## src/sv/fec_pkg.sv

```systemverilog
`timescale 1ns / 1ps
// Shared types, character codes and helpers for the filename escaper.
package fec_pkg;

    localparam logic [7:0] CH_DOT        = 8'h2E;
    localparam logic [7:0] CH_TILDE      = 8'h7E;
    localparam logic [7:0] CH_SPACE      = 8'h20;
    localparam logic [7:0] CH_UNDERSCORE = 8'h5F;
    localparam logic [7:0] CH_SLASH      = 8'h2F;
    localparam logic [7:0] CH_HASH       = 8'h23;

    localparam int QUEUE_DEPTH = 4;
    localparam int QUEUE_AW    = $clog2(QUEUE_DEPTH);

    // how one piece of output is formed
    localparam logic [1:0] PK_NONE = 2'd0;   // no bytes
    localparam logic [1:0] PK_ONE  = 2'd1;   // the byte itself
    localparam logic [1:0] PK_ESC  = 2'd2;   // '#' and two hex digits

    typedef struct packed {
        logic [1:0] kind;
        logic [7:0] value;
    } t_piece;

    typedef struct packed {
        t_piece pre;     // the held dot, if resolved by this word
        t_piece main;    // this word's own byte
        logic   last;
    } t_desc;

    function automatic logic passes_as_is(input logic [7:0] b);
        logic r;
        r = 1'b0;
        if (b >= 8'h30 && b <= 8'h39) r = 1'b1;
        if (b >= 8'h61 && b <= 8'h7A) r = 1'b1;
        if (b >= 8'h41 && b <= 8'h5A) r = 1'b1;
        case (b)
            8'h21, 8'h40, 8'h24, 8'h25, 8'h26, 8'h28, 8'h29,
            8'h2B, 8'h2C, 8'h2D, 8'h3B, 8'h3D: r = 1'b1;
            default: ;
        endcase
        return r;
    endfunction

    function automatic logic [7:0] hex_char(input logic [3:0] n);
        logic [7:0] r;
        if (n < 4'd10) r = 8'h30 + {4'd0, n};
        else           r = 8'h37 + {4'd0, n};
        return r;
    endfunction

    function automatic logic [2:0] piece_len(input t_piece p);
        logic [2:0] r;
        case (p.kind)
            PK_ONE:  r = 3'd1;
            PK_ESC:  r = 3'd3;
            default: r = 3'd0;
        endcase
        return r;
    endfunction

    function automatic logic [7:0] piece_byte(input t_piece p, input logic [1:0] j);
        logic [7:0] r;
        if (p.kind == PK_ONE) begin
            r = p.value;
        end else begin
            case (j)
                2'd0:    r = CH_HASH;
                2'd1:    r = hex_char(p.value[7:4]);
                default: r = hex_char(p.value[3:0]);
            endcase
        end
        return r;
    endfunction

endpackage

```

## src/sv/fec_front.sv

```systemverilog
`timescale 1ns / 1ps
// Front end: accepts input words, classifies them and resolves held dots.
module fec_front (
    input  logic          i_clk,
    input  logic          i_rst_n,
    input  logic          i_in_valid,
    output logic          o_in_stall,
    input  logic [7:0]    i_in_byte,
    input  logic          i_in_last,
    input  logic          i_q_full,
    output logic          o_q_wr,
    output fec_pkg::t_desc o_q_desc
);
    import fec_pkg::*;

    logic  r_dot_pending;
    logic  n_dot_pending;
    logic  accept;
    t_desc desc;

    assign o_in_stall = i_q_full;
    assign accept     = i_in_valid && !i_q_full;

    always_comb begin
        desc          = '0;
        desc.last     = i_in_last;
        n_dot_pending = 1'b0;
        desc.pre.value = CH_DOT;
        if (r_dot_pending) begin
            desc.pre.kind = (i_in_byte == CH_TILDE) ? PK_ESC : PK_ONE;
        end
        desc.main.value = i_in_byte;
        if (passes_as_is(i_in_byte)) begin
            desc.main.kind = PK_ONE;
        end else if (i_in_byte == CH_SPACE) begin
            desc.main.kind  = PK_ONE;
            desc.main.value = CH_UNDERSCORE;
        end else if (i_in_byte == CH_TILDE) begin
            desc.main.kind  = PK_ONE;
            desc.main.value = CH_SLASH;
        end else if (i_in_byte == CH_DOT) begin
            if (i_in_last) desc.main.kind = PK_ESC;
            else           n_dot_pending  = 1'b1;
        end else begin
            desc.main.kind = PK_ESC;
        end
    end

    assign o_q_desc = desc;
    assign o_q_wr   = accept && (desc.pre.kind != PK_NONE || desc.main.kind != PK_NONE);

    always_ff @(posedge i_clk) begin
        if (!i_rst_n) begin
            r_dot_pending <= 1'b0;
        end else if (accept) begin
            r_dot_pending <= n_dot_pending;
        end
    end

endmodule

```

## src/sv/fec_queue.sv

```systemverilog
`timescale 1ns / 1ps
// Short descriptor queue between the front and back ends.
module fec_queue (
    input  logic           i_clk,
    input  logic           i_rst_n,
    input  logic           i_wr,
    input  fec_pkg::t_desc i_wdata,
    output logic           o_full,
    input  logic           i_rd,
    output fec_pkg::t_desc o_rdata,
    output logic           o_empty
);
    import fec_pkg::*;

    t_desc               r_mem [QUEUE_DEPTH];
    logic [QUEUE_AW-1:0] r_wr_ptr;
    logic [QUEUE_AW-1:0] r_rd_ptr;
    logic [QUEUE_AW:0]   r_count;
    logic                do_wr;
    logic                do_rd;

    assign o_full  = (r_count == (QUEUE_AW+1)'(QUEUE_DEPTH));
    assign o_empty = (r_count == '0);
    assign do_wr   = i_wr && !o_full;
    assign do_rd   = i_rd && !o_empty;
    assign o_rdata = r_mem[r_rd_ptr];

    always_ff @(posedge i_clk) begin
        if (do_wr) begin
            r_mem[r_wr_ptr] <= i_wdata;
        end
    end

    always_ff @(posedge i_clk) begin
        if (!i_rst_n) begin
            r_wr_ptr <= '0;
            r_rd_ptr <= '0;
            r_count  <= '0;
        end else begin
            if (do_wr) r_wr_ptr <= r_wr_ptr + QUEUE_AW'(1);
            if (do_rd) r_rd_ptr <= r_rd_ptr + QUEUE_AW'(1);
            case ({do_wr, do_rd})
                2'b10:   r_count <= r_count + (QUEUE_AW+1)'(1);
                2'b01:   r_count <= r_count - (QUEUE_AW+1)'(1);
                default: r_count <= r_count;
            endcase
        end
    end

endmodule

```

## src/sv/fec_back.sv

```systemverilog
`timescale 1ns / 1ps
// Back end: expands descriptors into output bytes through an output register.
module fec_back (
    input  logic           i_clk,
    input  logic           i_rst_n,
    input  logic           i_q_empty,
    input  fec_pkg::t_desc i_q_desc,
    output logic           o_q_rd,
    output logic           o_out_valid,
    input  logic           i_out_stall,
    output logic [7:0]     o_out_byte,
    output logic           o_run_last,
    output logic           o_name_last
);
    import fec_pkg::*;

    t_desc      r_desc;
    logic       r_busy;
    logic [2:0] r_idx;
    logic       r_ov;
    logic [7:0] r_byte;
    logic       r_run_last;
    logic       r_name_last;

    logic [2:0] pre_len;
    logic [2:0] total;
    logic [2:0] main_idx;
    logic       emit;
    logic       done;
    logic       load;
    logic [7:0] n_byte;

    assign pre_len  = piece_len(r_desc.pre);
    assign total    = pre_len + piece_len(r_desc.main);
    assign main_idx = r_idx - pre_len;
    assign emit     = r_busy && (!r_ov || !i_out_stall);
    assign done     = emit && (r_idx == total - 3'd1);
    assign load     = (!r_busy || done) && !i_q_empty;
    assign o_q_rd   = load;

    always_comb begin
        if (r_idx < pre_len) n_byte = piece_byte(r_desc.pre, r_idx[1:0]);
        else                 n_byte = piece_byte(r_desc.main, main_idx[1:0]);
    end

    always_ff @(posedge i_clk) begin
        if (load) r_desc <= i_q_desc;
        if (emit) begin
            r_byte      <= n_byte;
            r_run_last  <= done;
            r_name_last <= done && r_desc.last;
        end
    end

    always_ff @(posedge i_clk) begin
        if (!i_rst_n) begin
            r_busy <= 1'b0;
            r_idx  <= '0;
            r_ov   <= 1'b0;
        end else begin
            if (load) begin
                r_busy <= 1'b1;
                r_idx  <= '0;
            end else if (done) begin
                r_busy <= 1'b0;
            end else if (emit) begin
                r_idx <= r_idx + 3'd1;
            end
            if (emit)             r_ov <= 1'b1;
            else if (!i_out_stall) r_ov <= 1'b0;
        end
    end

    assign o_out_valid = r_ov;
    assign o_out_byte  = r_byte;
    assign o_run_last  = r_run_last;
    assign o_name_last = r_name_last;

endmodule

```

## src/sv/filename_char_escaper_core.sv

```systemverilog
`timescale 1ns / 1ps
// Top level of the filename character escaper.
// Takes a name one byte per word and emits the escaped name one byte per word.
// Each input word expands to zero to four output bytes; the output side moves one
// byte per cycle while the output is not stalled, so the sustained rate is set by
// the output count: one byte out per plain byte, three per escaped byte. A dot is
// held until the next word (or the last flag) decides it. A four-entry queue sits
// between the classifier and the expander, so input is taken while earlier words
// are still being expanded. With the block idle, an accepted word goes through the
// queue and descriptor register, then its bytes leave one per cycle unless stalled.
module filename_char_escaper_core (
    input  logic       i_clk,
    input  logic       i_rst_n,
    input  logic       i_in_valid,
    output logic       o_in_stall,
    input  logic [7:0] i_in_byte,
    input  logic       i_in_last,
    output logic       o_out_valid,
    input  logic       i_out_stall,
    output logic [7:0] o_out_byte,
    output logic       o_run_last,
    output logic       o_name_last
);
    import fec_pkg::*;

    logic  q_wr;
    logic  q_full;
    logic  q_rd;
    logic  q_empty;
    t_desc q_wdata;
    t_desc q_rdata;

    fec_front u_front (
        .i_clk      (i_clk),
        .i_rst_n    (i_rst_n),
        .i_in_valid (i_in_valid),
        .o_in_stall (o_in_stall),
        .i_in_byte  (i_in_byte),
        .i_in_last  (i_in_last),
        .i_q_full   (q_full),
        .o_q_wr     (q_wr),
        .o_q_desc   (q_wdata)
    );

    fec_queue u_queue (
        .i_clk   (i_clk),
        .i_rst_n (i_rst_n),
        .i_wr    (q_wr),
        .i_wdata (q_wdata),
        .o_full  (q_full),
        .i_rd    (q_rd),
        .o_rdata (q_rdata),
        .o_empty (q_empty)
    );

    fec_back u_back (
        .i_clk       (i_clk),
        .i_rst_n     (i_rst_n),
        .i_q_empty   (q_empty),
        .i_q_desc    (q_rdata),
        .o_q_rd      (q_rd),
        .o_out_valid (o_out_valid),
        .i_out_stall (i_out_stall),
        .o_out_byte  (o_out_byte),
        .o_run_last  (o_run_last),
        .o_name_last (o_name_last)
    );

endmodule
```

## config.mk

```make
export PLATFORM = sky130hd
export DESIGN_NAME = filename_char_escaper_core
export DESIGN_NICKNAME = d
export VERILOG_FILES = /design/src/sv/fec_pkg.sv /design/src/sv/fec_front.sv /design/src/sv/fec_queue.sv /design/src/sv/fec_back.sv /design/src/sv/filename_char_escaper_core.sv
export SDC_FILE = /design/constraint.sdc
export NUM_CORES = 1
export LEC_CHECK = 0
export BUFFER_PORTS_ARGS = -buffer_cell sky130_fd_sc_hd__buf_2
export CAP_MARGIN = 20
export CORE_ASPECT_RATIO = 1.2
export CORE_MARGIN = 1
export CORE_UTILIZATION = 60
export CTS_BUF_LIST = sky130_fd_sc_hd__clkbuf_8
export CTS_CLUSTER_SIZE = 24
export DETAILED_ROUTE_END_ITERATION = 8
export GPL_ROUTABILITY_DRIVEN = 0
export MAX_ROUTING_LAYER = met4
export PLACE_DENSITY = 0.89
export SLEW_MARGIN = 20
export SYNTH_ARGS = -nofsm -noshare
export SYNTH_HDL_FRONTEND = slang
export SYNTH_SLANG_ARGS = --single-unit
```

## constraint.sdc

```tcl
create_clock -name i_clk -period 7.1 [get_ports i_clk]
set_input_delay 1.065 -clock i_clk [delete_from_list [all_inputs] [get_ports i_clk]]
set_output_delay 1.065 -clock i_clk [all_outputs]
set_load 0.02 [all_outputs]
```

==> run_results.csv <==
group,metric,value,unit
clocking,cts-buffers-inserted,9,
timing,rsz0062_at_grt,"false",
final_layout,nets,368,
clocking,cts_resized,0,
die,rows,33,
synth,synthMuxAreaShare,0.08092,
global_route,grt_pass1_vias,2596,
timing,fin_skew,0.004657,ns
synth,synth_compound_area_frac,0.09362,
place,dp_hpwl,4.886,mm
setup_path,worstRegToRegCells,15,
die,fp.dieW,78.71,microns
final_layout,fillerInstances,469,
final_layout,multiInputGateArea,1574,sq um
clocking,post-cts-setup-buffer-count,0,
setup_path,crit_path_end,"u_queue.r_count[2]$_SDFFE_PN0P_",
timing,finalCriticalPeriod,4.075,ns
hold_path,holdCritPathClass,"flip-flop to flip-flop",
pwr,p_comb_frac,0.413,
timing,slew_violations,0,
place,port_buffers,24,
clocking,holdBufCountCts,0,
setup_path,reg2reg_slack,3.03,ns
final_layout,syn_to_final_growth,9.303,%
timing,relSlewSlack,0.3431,
timing,final-hold-violation-count,0,
synth,yosysWarnings,0,
die,coreArea,6813,sq um
synth,syn_area_per_cell,13.76,sq um
timing,setup_slack,3.025,ns
synth,synth.net_count,342,
final_layout,final_common_cell,"edfxtp_1",
drt,firstDrtPassIters,4,
timing,worst_pin_slew,0.9841,ns
synth,synth_area,4237,sq um
setup_path,worstPathArrival,4.36,ns
timing,setup_viol_count_final,0,
die,die_h,94.05,microns
clocking,insertion_delay,0.36,ns
clocking,htreeDepth,3,
synth,synth_ff_type,"edfxtp_1",
final_layout,layout_common_cells,"75 x edfxtp_1, 28 x inv_1, 24 x buf_2",
setup_path,startpoint,"u_back.r_desc[9]$_DFFE_PP_",
synth,synth_cells,308,
place,place_ws,2.072,ns
clocking,path_clk_slew,0.09,ns
drt,routedWlPerCell,16.41,microns
drt,num_vias,2552,
synth,synth.distinct_cells,59,
pwr,power_density,439.3,nW/um^2
drt,drc_errors,0,
global_route,grtUsageTotal,0.2310,
synth,synth_xor_area_frac,0.02392,
timing,tns,0,ns
synth,synth_seq_cells,88,
pwr,ir_drop,0.2067,mV
drt,wl,6.990,mm
drt,routed_via_density,5.991,
pwr,swShare,0.3835,
die,initial_utilization,0.6219,
setup_path,r2r-end,"u_queue.r_count[2]$_SDFFE_PN0P_",
pwr,seqPwrFrac,0.408,
synth,async_flop_share,0,
outcome,status,"complete, no violations",
clocking,root_buffer,"clkbuf_8",
setup_path,crit_path_start_kind,"flip-flop",
die,die_area,7402,sq um
synth,synth-simple-area-share,0.1078,
setup_path,required,7.39,ns
synth,synth_top_family_by_area,"simple AND/OR/NAND/NOR gates",
pwr,leakagePower,0.001690,uW
final_layout,antennaDiodeCount,0,
global_route,antenna_found_initial,0,
drt,drt_iter0_drc,164,
global_route,grt_max_degree,18,
timing,fin_crit_sh,0.5739,
final_layout,final-seq-area,2512,sq um
synth,ys_seq_area_frac,0.5930,
final_layout,drive_gt1_frac,0.1947,
die,io_pins,25,
clocking,cts.path.max_buffers,2,
pwr,internal-power,1254,uW
setup_path,end_kind,"flip-flop",
global_route,grt_pass1_wl,12.12,mm
clocking,cts_tree,"built",
global_route,overflow,0,
synth,synth_edf_count,75,
pwr,power.switching,780.2,uW
pwr,pwr-share-clk,0.178,
timing,max_freq,245.4,MHz
setup_path,cp_max_fo,14,
flow_run,cap_viol_max_count,0,
final_layout,final_util,0.6797,
setup_path,r2r-start,"u_back.r_desc[9]$_DFFE_PP_",
clocking,cts_sinks,88,
drt,ant_nets,0,
setup_path,criticalPathCategory,"flip-flop to flip-flop",
synth,yosys.area_share.adder,0.06379,
through the flow:
stage | instance area (sq um) | hold slack (ns) | total power (uW) | std cells
after floorplan | 4237 | 0.4558 | 1477 | 308
after global placement | 4414 | 0.4653 | 1628 | 410
after detailed placement | 4414 | 0.4892 | 1678 | 410
after CTS | 4624 | 0.5109 | 2037 | 426
after global routing | 4631 | 0.5245 | 2188 | 426
final | 4631 | 0.5062 | 2034 | 426
per-layer routing:
layer	up-vias	routed length, microns	global-route usage
met5	-	0	-
met4	0	123	0.1003
met3	17	215	0.03883
met2	65	3883	0.4174
met1	1257	2767	0.2480
li1	1213	-	-
power by group through the flow:
stage | clock network, uW | logic [uW] | registers [uW]
3_5_place_dp | 0 | 834 | 844
3_3_place_gp | 0 | 794 | 834
4_1_cts | 367 | 837 | 833
6_report | 363 | 841 | 831
2_1_floorplan | 0 | 650 | 828
5_1_grt | 391 | 948 | 849
cells by family (layout without fill, tap and decap cells):
logic type	count (synthesis)	count (layout)
buffers and inverters	37	68
muxes	18	18
DFF	88	88
xor gates and xnor gates	10	10
and+or+nand+nor	77	77
adders and majority gates	21	21
AOI/OAI and AO/OA	57	57
how the worst min path moves through the flow:
| stage | slack [ns] | endpoint | startpoint | cells after the start |
|---|---|---|---|---|
| 2_1_floorplan | 0.46 | u_back.o_out_valid$_SDFFE_PN0P_ | u_back.r_busy$_SDFFE_PN0P_ | 1 |
| 3_3_place_gp | 0.47 | u_back.o_out_valid$_SDFFE_PN0P_ | u_back.r_busy$_SDFFE_PN0P_ | 1 |
| 3_5_place_dp | 0.49 | u_back.o_out_valid$_SDFFE_PN0P_ | u_back.r_busy$_SDFFE_PN0P_ | 1 |
| 4_1_cts | 0.51 | u_back.o_out_valid$_SDFFE_PN0P_ | u_back.r_busy$_SDFFE_PN0P_ | 1 |
| 5_1_grt | 0.52 | u_back.o_out_valid$_SDFFE_PN0P_ | u_back.r_busy$_SDFFE_PN0P_ | 1 |
| 6_report | 0.51 | u_back.o_out_valid$_SDFFE_PN0P_ | u_back.r_busy$_SDFFE_PN0P_ | 1 |
state kept, by name, summed over array words and instances (netlist names):
register               count
u_back.o_out_valid         1
u_queue.r_count            3
u_back.r_desc             13
u_back.o_name_last         1
u_front.r_dot_pending      1
u_back.o_out_byte          8
u_queue.r_wr_ptr           2
u_queue.r_mem             52
u_back.r_busy              1
u_back.o_run_last          1
u_back.r_idx               3
u_queue.r_rd_ptr           2
layout make-up:
class / count / share of cell area
tap: 87 / 0.02351
timing repair buffer: 24 / 0.02594
multi-input combinational: 183 / 0.3399
clock buffer: 9 / 0.02675
sequential: 88 / 0.5426
clock inverter: 7 / 0.01864
inverter: 28 / 0.02270
cells in the mapped netlist, types with 5 or more instances:
cell type | n | area (sq um)
o21ai_0 | 21 | 105.1
dfxtp_1 | 13 | 260.3
and2_1 | 8 | 50.05
edfxtp_1 | 75 | 2252
nand2_1 | 12 | 45.04
xnor2_1 | 5 | 43.79
a21oi_1 | 8 | 40.04
or3_1 | 7 | 43.79
ha_1 | 20 | 250.2
nor2_1 | 13 | 48.80
mux2i_1 | 5 | 50.05
nor3_1 | 7 | 35.03
mux4_2 | 13 | 292.8
clkbuf_1 | 5 | 18.77
inv_1 | 28 | 105.1
critical path, stage by stage (launching register included):
cell and delay (ns):
edfxtp_1 0.42, inv_1 0.09, ha_1 0.15, inv_1 0.04, ha_1 0.26, inv_1 0.04
ha_1 0.30, xnor2_1 0.40, a41oi_2 0.27, nor2_2 0.64, ha_1 0.30, inv_1 0.07
fa_1 0.39, xor2_1 0.16, or3_1 0.30, a21boi_0 0.17
(Power assumes the default switching activity.)
